`src/rtl/affc_pkg.sv`:
```
// ----------------------------------------------------------------------------
// affc_pkg: shared types and constants of the affine texture coordinate block
// Fixed-point formats, register indexes, extend modes and the register bundle.
// ----------------------------------------------------------------------------
`default_nettype none

package affc_pkg;

  // Q.16 fixed point: 65536 is 1.0.
  localparam int FRAC_W   = 16;
  localparam int ONE_Q16  = 65536;
  localparam int HALF_Q16 = 32768;

  // Pixel index and result widths.
  localparam int PIX_W   = 10;
  localparam int PIX_MAX = 1023;
  localparam int SRC_W   = 17;

  // Register field widths.
  localparam int TRANS_W = 18;
  localparam int SCALE_W = 20;
  localparam int ROT_W   = 18;
  localparam int MODE_W  = 2;

  // Configuration port.
  localparam int CFG_IDX_W  = 3;
  localparam int CFG_DATA_W = 20;

  // Defaults for the top level parameters.
  localparam int DEF_OUT_WIDTH  = 1024;
  localparam int DEF_OUT_HEIGHT = 1024;
  localparam int DEF_FIFO_DEPTH = 4;

  // Register indexes.
  typedef enum logic [CFG_IDX_W-1:0] {
    REG_TRANSLATE_U = 3'd0,
    REG_TRANSLATE_V = 3'd1,
    REG_INV_SCALE_U = 3'd2,
    REG_INV_SCALE_V = 3'd3,
    REG_ROT_COS     = 3'd4,
    REG_ROT_SIN     = 3'd5,
    REG_EXTEND_MODE = 3'd6
  } cfg_idx_t;

  // Extend modes; the unused code behaves as mirror.
  typedef enum logic [MODE_W-1:0] {
    EXT_CLAMP  = 2'd0,
    EXT_MIRROR = 2'd1,
    EXT_TILE   = 2'd2
  } ext_mode_t;

  // Register bundle handed to the transform datapath.
  typedef struct packed {
    logic signed [TRANS_W-1:0] translate_u;
    logic signed [TRANS_W-1:0] translate_v;
    logic        [SCALE_W-1:0] inv_scale_u;
    logic        [SCALE_W-1:0] inv_scale_v;
    logic signed [ROT_W-1:0]   rot_cos;
    logic signed [ROT_W-1:0]   rot_sin;
    logic        [MODE_W-1:0]  extend_mode;
  } cfg_t;

endpackage

`default_nettype wire

```
`src/rtl/affc_fifo.sv`:
```
// ----------------------------------------------------------------------------
// affc_fifo: short queue between the front and the transform datapath
// Register-based first-in first-out store with a fill count.
// ----------------------------------------------------------------------------
`default_nettype none

module affc_fifo #(
  parameter int WIDTH = 34,
  parameter int DEPTH = affc_pkg::DEF_FIFO_DEPTH
) (
  input  wire              clk,
  input  wire              rst,
  input  wire              wr_valid,
  output logic             wr_ready,
  input  wire  [WIDTH-1:0] wr_data,
  output logic             rd_valid,
  input  wire              rd_ready,
  output logic [WIDTH-1:0] rd_data
);

  localparam int PTR_W = (DEPTH > 1) ? $clog2(DEPTH) : 1;
  localparam int CNT_W = $clog2(DEPTH + 1);

  logic [WIDTH-1:0] mem [DEPTH];
  logic [PTR_W-1:0] wr_ptr;
  logic [PTR_W-1:0] rd_ptr;
  logic [CNT_W-1:0] count;
  logic             push;
  logic             pop;

  assign wr_ready = (count != CNT_W'(DEPTH));
  assign rd_valid = (count != '0);
  assign push     = wr_valid && wr_ready;
  assign pop      = rd_valid && rd_ready;
  assign rd_data  = mem[rd_ptr];

  // Storage is written at the tail only.
  always_ff @(posedge clk) begin
    if (push) begin
      mem[wr_ptr] <= wr_data;
    end
  end

  // Pointers wrap at the depth; the count tracks occupancy.
  always_ff @(posedge clk) begin
    if (rst) begin
      wr_ptr <= '0;
      rd_ptr <= '0;
      count  <= '0;
    end else begin
      if (push) begin
        wr_ptr <= (wr_ptr == PTR_W'(DEPTH - 1)) ? '0 : wr_ptr + PTR_W'(1);
      end
      if (pop) begin
        rd_ptr <= (rd_ptr == PTR_W'(DEPTH - 1)) ? '0 : rd_ptr + PTR_W'(1);
      end
      if (push && !pop) begin
        count <= count + CNT_W'(1);
      end else if (pop && !push) begin
        count <= count - CNT_W'(1);
      end
    end
  end

endmodule

`default_nettype wire

```
`config.mk`:
```
export PLATFORM = sky130hd
export DESIGN_NAME = affc_fifo
export DESIGN_NICKNAME = d
export VERILOG_FILES = /design/src/rtl/affc_pkg.sv /design/src/rtl/affc_fifo.sv
export SDC_FILE = /design/constraint.sdc
export NUM_CORES = 1
export LEC_CHECK = 0
export ABC_AREA = 1
export BUFFER_PORTS_ARGS = -buffer_cell sky130_fd_sc_hd__buf_2
export CORE_UTILIZATION = 25
export CTS_BUF_LIST = sky130_fd_sc_hd__clkbuf_8
export CTS_CLUSTER_DIAMETER = 120
export DETAILED_ROUTE_END_ITERATION = 8
export GPL_TIMING_DRIVEN = 1
export SYNTH_ARGS = -nofsm -noshare
export SYNTH_HDL_FRONTEND = slang
export SYNTH_SLANG_ARGS = --single-unit
```
`constraint.sdc`:
```
create_clock -name clk -period 5.5 [get_ports clk]
set_input_delay 0 -clock clk [delete_from_list [all_inputs] [get_ports clk]]
set_output_delay 0 -clock clk [all_outputs]
set_load 0.01 [all_outputs]
```
# == Word level (Yosys, flattened, before mapping) ==
# Memory sizes are Yosys's and may differ from the RTL's. A register that Yosys moved wholly into a read port is not among the register bits.
# Cells that the tools add are included.
# word_totals
reg_bits,7
mem_bits_rw,136
input_bits,38
output_inout_bits,36
wordCells,27
mem_count,1
# mem_list
memory,depth,word_bits,rd,rd_ports_with_merged_regs,wr,line,rtl
mem,4,34,1,1,1,affc_fifo.sv:24,logic [WIDTH-1:0] mem [DEPTH];
# op_classes
add_sub_neg,4
n_eq_ne,3
muxes,8
reduce_logical,8
# ops
cell,count
$mux W2,4
$mux W3,2
$add A2 B1 Y2 const B,2
$eq A2 B2 Y1 const B,2
$logic_and A1 B1 Y1,4
$add A3 B1 Y3 const B,1
$ne A3 B3 Y1 const B,1
$reduce_bool A3 Y1,1
$sub A3 B1 Y3 const B,1
$logic_not A1 Y1,2
$mux W1,2
$reduce_bool A2 Y1,1

# == Logic depth before layout (Yosys ltp) ==
# depth
ltp_word,6
depth_mapped,13
depth_no_buf,13

# == Worst setup path after synthesis ==
# Ideal clock, no wire load.
# synth_timing
path_type,register to register
from,register count[0]
to,memory mem[0][0] (enable)
setup_ps,425
t_arrival_ps,2213
required_time_ps,5075
slack_ps,2862
stages_incl_launch_ff,5
n_path_buf,0
period_less_slack_ps,2638
path_cell_list,dfxtp_1 > nor2_1 > nand2_1 > nand2_1 > nor2_1
# synth_via
elab_chain_len,4
# synth_lines
item,line,rtl
from (decl),affc_fifo.sv:27,logic [CNT_W-1:0] count;
from (signal assigned),affc_fifo.sv:58,count <= count + CNT_W'(1);
from (signal assigned),affc_fifo.sv:60,count <= count - CNT_W'(1);
$ne A3 B3 Y1,affc_fifo.sv:31,assign wr_ready = (count != CNT_W'(DEPTH));
named net wr_ready,affc_fifo.sv:14,"output logic wr_ready,"
$logic_and A1 B1 Y1,affc_fifo.sv:33,assign push = wr_valid && wr_ready;
$mux W1,affc_fifo.sv:39,if (push) begin
$mux W1 (not written as such),affc_fifo.sv:40,mem[wr_ptr] <= wr_data;
to (decl),affc_fifo.sv:24,
# The timed path passes the listed nets, and every way through them passes these cells.

==> impl_table.tex <==
\begin{tabular}{lr}
\hline
Metric & Value \\
\hline
\multicolumn{2}{l}{\textbf{Status}} \\
Status & completed \\
\multicolumn{2}{l}{\textbf{Final layout}} \\
Share of final-layout standard cells stronger than drive strength 1 & 28.7\% \\
Filler Cell Count & 2257 \\
Nets & 552 \\
Total inserted antenna cells & 0 \\
Signed area change from the synthesized netlist to the final layout & 23.4\% \\
\multicolumn{2}{l}{\textbf{Synth}} \\
Synth Register Bits & 145 \\
Post-synth top flop & edfxtp\_1 \\
Cell taking the most area after synthesis & edfxtp\_1 \\
Fraction of the yosys area taken by sequential cells & 74.2\% \\
Count of yosys warnings during synthesis & 0 \\
Proportion of netlist area held by the largest area contributor & 71.1\% \\
Average footprint of a synthesized cell & 14.4 µm² \\
Syn Nets & 443 \\
Top cells by instance count after synthesis & edfxtp\_1, o21ai\_0, nor2\_1, nor2\_2, o22ai\_2 \\
Unique cell type count in the Yosys netlist & 24 \\
Number of instances in the synthesized netlist & 398 \\
Top-count cell post-synth & edfxtp\_1 \\
Area of the mapped netlist & 5740 µm² \\
Synth top area cells & edfxtp\_1, o21ai\_0, o22ai\_2 \\
Fraction of registers with async set/reset & 0\% \\
Number of synthesized flops with an enable pin & 136 \\
\multicolumn{2}{l}{\textbf{Global routing}} \\
Initial antenna violation count & 1 \\
Fraction of met3 tracks used by global routing & 2.87\% \\
First-pass GRT wire length & 18500 µm \\
Global routing's busiest layer & met2 \\
Total GRT Usage & 10.4\% \\
Vias in the first global route & 3484 \\
Met1 Use GR & 12.3\% \\
Met2 track demand over resource in global routing & 17.7\% \\
Pin count of the biggest net entering global routing & 69 \\
Sum of overflow across all layers after global routing & 0 \\
\multicolumn{2}{l}{\textbf{CTS}} \\
Clock transition at the registers of the reported paths & 0.08 ns \\
CTS Buffer Depth & 2 \\
Post-CTS resize count & 0 \\
Total number of clock tree sinks & 145 \\
Clock tree from TritonCTS & built \\
\# hold bufs at CTS & 37 \\
Number of H-tree levels & 4 \\
Clock latency on the worst-skew pair & 0.43 ns \\
Master cell of the clock root buffer & clkbuf\_8 \\
Total CTS buffers & 17 \\
Post-CTS Setup Repair Bufs & 0 \\
\multicolumn{2}{l}{\textbf{Routing}} \\
1st-iter DRT viols & 168 \\
Count of vias placed by the detailed router & 3474 \\
Final antenna-violating net count & 0 \\
Average routed wire per standard cell & 14.7 µm \\
First drt pass iteration count & 5 \\
Via count normalized by instance count & 4.32 \\
Drt drc & 0 \\
Sum of routed wire length over all layers & 11900 µm \\
\multicolumn{2}{l}{\textbf{Placed design}} \\
PortBufs & 73 \\
Global placer's final weighted congestion & 0.689 \\
DP HPWL & 6960 µm \\
\multicolumn{2}{l}{\textbf{Worst setup path}} \\
Crit-path max FO & 68 \\
Type of element launching the critical path & register \\
Cell depth of the worst flop-to-flop path & 4 \\
Launching point of the worst reg2reg path & count[0] \\
CP Data Arrival Time & 2.32 ns \\
Critical Setup Path Class & register to output pin \\
Required time of the critical path & 5.50 ns \\
Crit end category & output pin \\
\multicolumn{2}{l}{\textbf{Timing}} \\
Final setup TNS & 0 ns \\
Worst slew slack as a fraction of its limit & 21.9\% \\
Number of max-slew violations in the final report & 0 \\
Max Freq & 0.431 GHz \\
Fin. Hold Viols & 0 \\
Slew at the pin closest to its max-slew limit & 1.17 ns \\
Fin Clk Skew & 0.0104 ns \\
RSZ-0062 raised after global routing & no \\
Minimum clock period & 2.32 ns \\
Crit share post-route & 42.2\% \\
Final Setup Violations & 0 \\
\multicolumn{2}{l}{\textbf{Floorplan}} \\
Initial core utilization & 25.4\% \\
Total I/O pin count & 74 \\
Die Footprint & 23600 µm² \\
Total core area & 22600 µm² \\
Floorplan die height & 154 µm \\
Site row count & 55 \\
Chip width & 154 µm \\
\multicolumn{2}{l}{\textbf{Power}} \\
Power density over the cells & 445 nW/µm² \\
Peak supply drop & 0.000132 V \\
Final Total Pwr & 3.15 mW \\
P\_leak & 2.48 nW \\
\multicolumn{2}{l}{\textbf{Worst hold path}} \\
Class of the tightest hold or removal check & input pin to register \\
Cell depth of the worst hold path & 3 \\
Launch instance of the worst min-delay path & rst \\
\multicolumn{2}{l}{\textbf{Job}} \\
Count of max-cap constraint violations & 0 \\
\hline
\end{tabular}
-- area by class of cell --
class	instances	area, µm²	area share [%]
Sequential cell	145	4270	60.2
Multi-Input combinational cell	216	1280	18.0
Timing Repair Buffer	111	743	10.5
Tap cell	285	357	5.03
Clock buffer	17	234	3.30
Clock inverter	15	143	2.01
Inverter	16	65.1	0.918
-- where the power goes --
group | switching [mW] | internal, mW
logic | 0.571 | 0.334
registers | 0.0953 | 1.35
clock network | 0.400 | 0.401
total | 1.07 | 2.08
-- per-layer routing --
metal | vias up | routed length (µm)
met1 | 1722 | 5500
li1 | 1680 | -
met2 | 62 | 5840
met3 | 8 | 367
met5 | - | 13
met4 | 2 | 145
-- state kept, by name, indices dropped and copies added, names as in the netlist, named ones only --
name / cells
count: 3
mem: 136
rd_ptr: 2
wr_ptr: 2
-- placed cells by master (no fill, tap or decap), drive strengths merged --
cell	instances
clkinv	5
inv	22
clkinvlp	2
xor2	1
nand4	1
nand2	14
ha	6
bufinv	2
o21ai	69
nor2	83
a21oi	3
nand3b	2
buf	74
nand3	2
dlygate4sd3	37
o22ai	34
edfxtp	136
dfxtp	9
fa	1
clkbuf	17
-- logic make-up after synthesis --
family,share of synthesized area (%)
XOR/XNOR,0.153
AND/OR/NAND/NOR,7.75
flip-flops,74.2
buffers and inverters,4.05
adder cells (fa/ha/maj),1.66
AO/OA/AOI/OAI,12.2
-- worst max-delay path, cell delays in order, from the launching register on --
cell and delay, ns:
dfxtp_2 0.79, inv_6 0.37, o21ai_0 0.37, o22ai_2 0.10, buf_2 0.15
-- path summary, 6_finish.rpt --
kind | end | slack (ns)
worst max-delay path | rd_data[12] | 3.18
worst min-delay path | count[0] | 0.28
worst max register to register | mem[1][20] | 3.18
worst min register to register | register | 0.53
-- stage by stage --
stage / instances / utilization, % / worst slack, ns / hold WS, ns / area, µm²
after floorplan: 398 / - / 2.86 / 0.0724 / 5740
after global placement: 736 / 28.1 / 3.28 / 0.194 / 6340
after detailed placement: 736 / 28.1 / 3.11 / 0.196 / 6340
after CTS: 805 / 31.4 / 3.07 / 0.240 / 7090
after global routing: 805 / 31.4 / 2.98 / 0.261 / 7090
final: 805 / 31.4 / 3.18 / 0.282 / 7090
No activity file was read; power rests on OpenSTA's default activity.
