`src/rtl/affc_pkg.sv`:
```
// ----------------------------------------------------------------------------
// affc_pkg: shared types and constants of the affine texture coordinate block
// Fixed-point formats, register indexes, extend modes and the register bundle.
// ----------------------------------------------------------------------------
`default_nettype none

package affc_pkg;

  // Q.16 fixed point: 65536 is 1.0.
  localparam int FRAC_W   = 16;
  localparam int ONE_Q16  = 65536;
  localparam int HALF_Q16 = 32768;

  // Pixel index and result widths.
  localparam int PIX_W   = 10;
  localparam int PIX_MAX = 1023;
  localparam int SRC_W   = 17;

  // Register field widths.
  localparam int TRANS_W = 18;
  localparam int SCALE_W = 20;
  localparam int ROT_W   = 18;
  localparam int MODE_W  = 2;

  // Configuration port.
  localparam int CFG_IDX_W  = 3;
  localparam int CFG_DATA_W = 20;

  // Defaults for the top level parameters.
  localparam int DEF_OUT_WIDTH  = 1024;
  localparam int DEF_OUT_HEIGHT = 1024;
  localparam int DEF_FIFO_DEPTH = 4;

  // Register indexes.
  typedef enum logic [CFG_IDX_W-1:0] {
    REG_TRANSLATE_U = 3'd0,
    REG_TRANSLATE_V = 3'd1,
    REG_INV_SCALE_U = 3'd2,
    REG_INV_SCALE_V = 3'd3,
    REG_ROT_COS     = 3'd4,
    REG_ROT_SIN     = 3'd5,
    REG_EXTEND_MODE = 3'd6
  } cfg_idx_t;

  // Extend modes; the unused code behaves as mirror.
  typedef enum logic [MODE_W-1:0] {
    EXT_CLAMP  = 2'd0,
    EXT_MIRROR = 2'd1,
    EXT_TILE   = 2'd2
  } ext_mode_t;

  // Register bundle handed to the transform datapath.
  typedef struct packed {
    logic signed [TRANS_W-1:0] translate_u;
    logic signed [TRANS_W-1:0] translate_v;
    logic        [SCALE_W-1:0] inv_scale_u;
    logic        [SCALE_W-1:0] inv_scale_v;
    logic signed [ROT_W-1:0]   rot_cos;
    logic signed [ROT_W-1:0]   rot_sin;
    logic        [MODE_W-1:0]  extend_mode;
  } cfg_t;

endpackage

`default_nettype wire

```
`src/rtl/affc_norm.sv`:
```
// ----------------------------------------------------------------------------
// affc_norm: pixel index to centred unit coordinate
// Computes floor(pix * 65536 / DIV) - 32768 over two stages, using a
// reciprocal multiply followed by a single remainder correction.
// ----------------------------------------------------------------------------
`default_nettype none

module affc_norm #(
  parameter int DIV = affc_pkg::DEF_OUT_WIDTH,
  parameter int C_W = 17
) (
  input  wire                                clk,
  input  wire                                load_a,
  input  wire                                load_b,
  input  wire        [affc_pkg::PIX_W-1:0]   pix,
  output logic signed [C_W-1:0]              coord
);

  localparam int N_W = affc_pkg::PIX_W + affc_pkg::FRAC_W;
  localparam int K   = (2 ** N_W) / DIV;
  localparam int K_W = $clog2(K + 1);
  localparam int Q_W = $clog2((affc_pkg::PIX_MAX * affc_pkg::ONE_Q16) / DIV + 1);
  localparam int D_W = $clog2(DIV + 1);

  localparam logic [K_W-1:0] K_C = K_W'(K);
  localparam logic [D_W-1:0] D_C = D_W'(DIV);

  logic [affc_pkg::PIX_W-1:0]     pix_a;
  logic [Q_W-1:0]                 est_a;
  logic [affc_pkg::PIX_W+K_W-1:0] prod;
  logic [Q_W+D_W-1:0]             est_back;
  logic [N_W-1:0]                 rem;
  logic [Q_W-1:0]                 quo;

  // The estimate is floor(pix * K / 1024): never above the true quotient
  // and at most one below it.
  assign prod = pix * K_C;

  always_ff @(posedge clk) begin
    if (load_a) begin
      pix_a <= pix;
      est_a <= prod[affc_pkg::PIX_W +: Q_W];
    end
  end

  // Remainder check fixes the estimate, then the coordinate is centred.
  assign est_back = est_a * D_C;
  assign rem      = {pix_a, {affc_pkg::FRAC_W{1'b0}}} - N_W'(est_back);
  assign quo      = (rem >= N_W'(DIV)) ? est_a + Q_W'(1) : est_a;

  always_ff @(posedge clk) begin
    if (load_b) begin
      coord <= C_W'(quo) - C_W'(affc_pkg::HALF_Q16);
    end
  end

endmodule

`default_nettype wire

```
`src/rtl/affc_front.sv`:
```
// ----------------------------------------------------------------------------
// affc_front: input side of the coordinate generator
// Accepts pixel items and turns them into centred unit coordinates in a
// two-stage pipeline that stalls only when the queue behind it is full.
// ----------------------------------------------------------------------------
`default_nettype none

module affc_front #(
  parameter int OUT_WIDTH  = affc_pkg::DEF_OUT_WIDTH,
  parameter int OUT_HEIGHT = affc_pkg::DEF_OUT_HEIGHT,
  parameter int C_W        = 17
) (
  input  wire                              clk,
  input  wire                              rst,
  input  wire                              in_valid,
  output logic                             in_ready,
  input  wire        [affc_pkg::PIX_W-1:0] pix_x,
  input  wire        [affc_pkg::PIX_W-1:0] pix_y,
  output logic                             q_valid,
  input  wire                              q_ready,
  output logic signed [C_W-1:0]            q_u,
  output logic signed [C_W-1:0]            q_v
);

  logic valid_a;
  logic valid_b;
  logic load_a;
  logic load_b;

  // Stage b moves when it is empty or the queue takes its item.
  assign load_b   = valid_a && (!valid_b || q_ready);
  assign in_ready = !valid_a || !valid_b || q_ready;
  assign load_a   = in_valid && in_ready;
  assign q_valid  = valid_b;

  always_ff @(posedge clk) begin
    if (rst) begin
      valid_a <= 1'b0;
      valid_b <= 1'b0;
    end else begin
      if (load_a) begin
        valid_a <= 1'b1;
      end else if (load_b) begin
        valid_a <= 1'b0;
      end
      if (load_b) begin
        valid_b <= 1'b1;
      end else if (q_ready) begin
        valid_b <= 1'b0;
      end
    end
  end

  // One normalizer per axis, each with its own image size.
  affc_norm #(.DIV(OUT_WIDTH), .C_W(C_W)) u_norm_x (
    .clk   (clk),
    .load_a(load_a),
    .load_b(load_b),
    .pix   (pix_x),
    .coord (q_u)
  );

  affc_norm #(.DIV(OUT_HEIGHT), .C_W(C_W)) u_norm_y (
    .clk   (clk),
    .load_a(load_a),
    .load_b(load_b),
    .pix   (pix_y),
    .coord (q_v)
  );

endmodule

`default_nettype wire

```
`config.mk`:
```
export PLATFORM = sky130hd
export DESIGN_NAME = affc_front
export DESIGN_NICKNAME = d
export VERILOG_FILES = /design/src/rtl/affc_pkg.sv /design/src/rtl/affc_norm.sv /design/src/rtl/affc_front.sv
export SDC_FILE = /design/constraint.sdc
export NUM_CORES = 1
export LEC_CHECK = 0
export BUFFER_PORTS_ARGS = -buffer_cell sky130_fd_sc_hd__buf_2
export CORE_AREA = 5 5 65 67
export CTS_BUF_LIST = sky130_fd_sc_hd__clkbuf_16
export CTS_CLUSTER_DIAMETER = 30
export CTS_CLUSTER_SIZE = 12
export DETAILED_ROUTE_END_ITERATION = 10
export DIE_AREA = 0 0 70 72
export PLACE_DENSITY = 0.72
export SLEW_MARGIN = 20
export SYNTH_ARGS = -nofsm -noshare
export SYNTH_HDL_FRONTEND = slang
export SYNTH_SLANG_ARGS = --single-unit
export TNS_END_PERCENT = 10
```
`constraint.sdc`:
```
create_clock -name clk -period 1.1 [get_ports clk]
set_input_delay 0.055 -clock clk [delete_from_list [all_inputs] [get_ports clk]]
set_output_delay 0.055 -clock clk [all_outputs]
set_load 0.005 [all_outputs]
```
== Yosys cells after proc, flatten, opt, wreduce, memory -nomap -nowiden ==
Cells that the tools add are included.

* Output and inout port bits: 36
* Logic and storage cells: 29
* Flip-flop bits (word level): 56

* $add $sub $neg: 6
* $lt $le $gt $ge: 2
* Muxes and demuxes: 6
* Reductions and logical operators: 9

{| class="wikitable"
|+ Operators by type and width
! operator !! number
|-
| 26-bit by 11-bit greater-or-equal comparator with 1-bit output, second input constant || 2
|-
| 26-bit subtractor || 2
|-
| 16-bit by 16-bit subtractor with 17-bit output, second input constant || 2
|-
| 16-bit by 1-bit adder with 16-bit output, second input constant || 2
|-
| 16-bit 2-to-1 mux || 2
|-
| 1-bit 2-to-1 mux || 4
|-
| 2-bit nonzero test || 2
|-
| 1-bit logical OR || 3
|-
| 1-bit logical AND || 2
|-
| 1-bit logical NOT || 2
|}

== Logic depth before layout (Yosys ltp) ==
* Depth after elaboration: 5
* Depth in mapped cells: 2
* Mapped depth without buffers: 2

== By module ==
Synthesis repeated with hierarchy kept, for this count alone.

* Cell total of the unflattened synthesis: 68
* Area total of the unflattened synthesis: 1425.1 sq um

{| class="wikitable"
|+ Modules (own cells, without submodules)
! module !! area each (sq um) !! instances !! cells an instance
|-
| affc_norm || 660.6 || 2 || 29
|-
| affc_front || 103.8 || 1 || 10
|}

== Worst setup path after synthesis ==
Ideal clock, no wire load.

* Path type: register to register
* Start point: reg valid_b, in the netlist q_valid
* End point: reg u_norm_x.coord[10], enable pin
* Cell stages (with the launch flop): 3
* Required time: 0.754 ns
* Path buffers: 0
* Setup time: 0.346 ns
* Setup slack: -0.024 ns
* Arrival time: 0.779 ns
* Cells stage by stage: dfxtp_1 nand2b_1 and2_2

* Longest elaborated chain between the ends: 3

{| class="wikitable"
|+ Ends and longest elaborated chain
! element !! RTL line !! RTL
|-
| from (decl) || affc_front.sv:26 || <nowiki>logic valid_b;</nowiki>
|-
| from (signal assigned) || affc_front.sv:39 || <nowiki>valid_b <= 1'b0;</nowiki>
|-
| from (signal assigned) || affc_front.sv:47 || <nowiki>valid_b <= 1'b1;</nowiki>
|-
| from (signal assigned) || affc_front.sv:49 || <nowiki>valid_b <= 1'b0;</nowiki>
|-
| 1-bit logical NOT || affc_front.sv:31 || <nowiki>assign load_b = valid_a && (!valid_b || q_ready);</nowiki>
|-
| 1-bit logical OR || affc_front.sv:31 ||
|-
| 1-bit logical AND || affc_front.sv:31 ||
|-
| net load_b || affc_front.sv:28 || <nowiki>logic load_b;</nowiki>
|-
| to (signal assigned) || affc_norm.sv:53 || <nowiki>coord <= C_W'(quo) - C_W'(affc_pkg::HALF_Q16);</nowiki>
|-
| to (decl) || affc_norm.sv:16 || <nowiki>output logic signed [C_W-1:0] coord</nowiki>
|}

The timed path passes the listed nets, and every way through them passes these cells.
A chain may end at the register's enable or synchronous reset.

== Final worst setup path ==
* Start point: reg valid_b, in the netlist q_valid
* End point: reg u_norm_x.coord[13], enable pin

The elaborated chain is that of the path after synthesis.

==> results.md <==
* Status: completed
* Async set-reset flop share out of synthesis at 0
* Critical path type: flop to flop
* Vias in the first global route at 777
* Most common cell in the netlist: edfxtp_1
* Setup Skew at slightly below 3 ps
* Min-Delay Startpoint: in_valid
* Fin crit share at 0.961
* DRT iter0 DRCs at 20
* Final worst setup slack at 43.0 ps
* Post-synth top area cell: edfxtp_1
* Antenna diodes at 0
* Post-synth top area share at 0.845
* Maxcap violations at 0
* Fmax at 946 MHz
* Post-DR vias/cell at 3.99
* Crit path capture type: flop
* Top cells by count, synth: edfxtp_1, buf_4, inv_1
* Power Density at 1690 nW/µm²
* Worst Hold Class: input port to flop
* Chip height at 72 µm
* Cell variety after synth at 11
* Crit Reg-Reg Startpoint: q_valid
* Post-DP HPWL at 1700 µm
* Layout cells sized above 1 at 0.414
* DR vias at 751
* Clk buf depth at 2
* Startpoint Class: flop
* CTS H-tree lvls at 2
* Seq/Total Area, Yosys at 0.873
* Mean post-synth cell area at 21.2 µm²
* Post-CTS Repair Setup Buffers at 0
* Design Power at 3.39 mW
* Worst-path clk slew at approximately 50 ps
* Layout Nets at 163
* DIE AREA at roughly 5000 µm²
* Clk root buf: clkbuf_16
* Synth area leaders: edfxtp_1, buf_4, dfxtp_1
* Final hold vios at 0
* Initial antenna violation count at 0
* Mapped Area at 1420 µm²
* Primary FF master, synth: edfxtp_1
* Tmin final at between 1000 and 1500 ps
* Setup Viol. Count Final at 0
* Largest net degree at the start of global routing at 21
* CTS tree: yes
* Port buffer count at 47
* Pins Over Slew Limit at 0
* Syn Inst Count at 67
* Core area at 3580 µm²
* Ys Warns at 0
* Worst EP arrival at just over 1000 ps
* Max IR drop VDD at about 0.00084 V
* Number of synthesized flops with an enable pin at 40
* Routed WL at around 2500 µm
* Die width at about 70 µm
* First-pass GRT wire length at between 3000 and 4000 µm
* Total GRT Usage at 0.104
* Initial core utilization at 0.397
* Worst r2r path cells at 2
* Clk_lat worst skew at 280 ps
* Total clock buffers created by CTS at 5
* DRT Pass-1 Iters at 4
* Residual DRC count at 0
* Pre-CTS setup slack at 15.7 ps
* Data required, critical path at 1060 ps
* Row count at 22
* #FFs+latches synth at 42
* Crit path from: q_valid
* Routability cong. at 0.726
* Area grow syn2layout at 40.9%
* Grt ovf at 0
* Hold path depth at 3
* Num ports at 60
* RSZ-0062 raised after global routing: yes
* Max FO, Critical Path at 20
* # clock sinks at 42
* Post-DRT Antenna Nets at 0
* Pleak at roughly 0.83 nW
* WL/cell at 13.0 µm
[flip-flops by register name, summed over array words and instances, names as in the netlist]
signal / cells
q_valid: 1
u_norm_x.pix_a: 10
u_norm_x.coord: 10
u_norm_y.est_a: 10
u_norm_y.coord: 10
valid_a: 1
[report_power, final]
part,leakage [nW],internal (mW),switching (mW)
registers,0.400,1.85,0.0237
logic,0.369,0.112,0.0898
clock network,0.0663,0.814,0.501
total,0.835,2.78,0.614
[critical path: stages, from the launching register on]
cell      delay, ps
dfxtp_2         340
nand2b_1         90
and2_4          310
[layout by cell type (no fill, tap or decap), types with 2 or more instances in the layout]
master and count:
and2_4 2, buf_2 47, clkbuf_16 5, clkinv_1 3, conb_1 12, dfxtp_2 2, dlygate4sd3_1 21, edfxtp_1 40
inv_1 4
[metrics by stage]
| stage | util | TNS, ps | cells | hold WS, ps | instance area, µm² |
|---|---|---|---|---|---|
| finish | 0.560 | 0 | 188 | 23.0 | 2000 |
| global placement | 0.462 | 0 | 159 | 229 | 1650 |
| detailed placement | 0.462 | 0 | 159 | 234 | 1650 |
| floorplan | - | 0 | 78 | 117 | 1460 |
| global route | 0.560 | -123 | 188 | 28.9 | 2000 |
| CTS | 0.559 | 0 | 188 | 22.5 | 2000 |
[final cells by class]
cell class	count	area, µm²
fillers	284	1580
clock buffers	5	125
multi-input cells	18	103
clock inverters	3	11.3
repair buffers	68	445
inverters	4	15.0
well taps	48	60.1
flip-flops and latches	42	1240
[cells by family (layout without fill, tap and decap cells)]
group | Yosys count | count (layout) | synth area share
AOI/OAI and AO/OA | 2 | 2 | 0.00968
buffers and inverters | 18 | 80 | 0.0845
DFF | 42 | 42 | 0.873
other | 1 | 12 | 0.00264
and+or+nand+nor | 4 | 4 | 0.0299
[path summary, 6_finish.rpt]
path	end	slack, ps
worst min-delay path	valid_a	20
worst max register to register	u_norm_x.coord[13]	40
worst min register to register	u_norm_y.coord[12]	420
worst max-delay path	u_norm_x.coord[13]	40
[per-layer routing]
layer / GRT usage / vias to the layer above / part of all wire
met5: 0 / - / 0
met1: 0.0768 / 360 / 0.28
met2: 0.206 / 28 / 0.62
li1: - / 356 / -
met3: 0.0416 / 7 / 0.064
met4: 0.0766 / 0 / 0.030
[timing repair]
action                     4_1_cts  5_1_grt
hold endpoints to repair        22        0
resized for setup                0        2
setup endpoints to repair        0       40
hold buffers                    21        0
No activity file was read; power rests on OpenSTA's default activity.
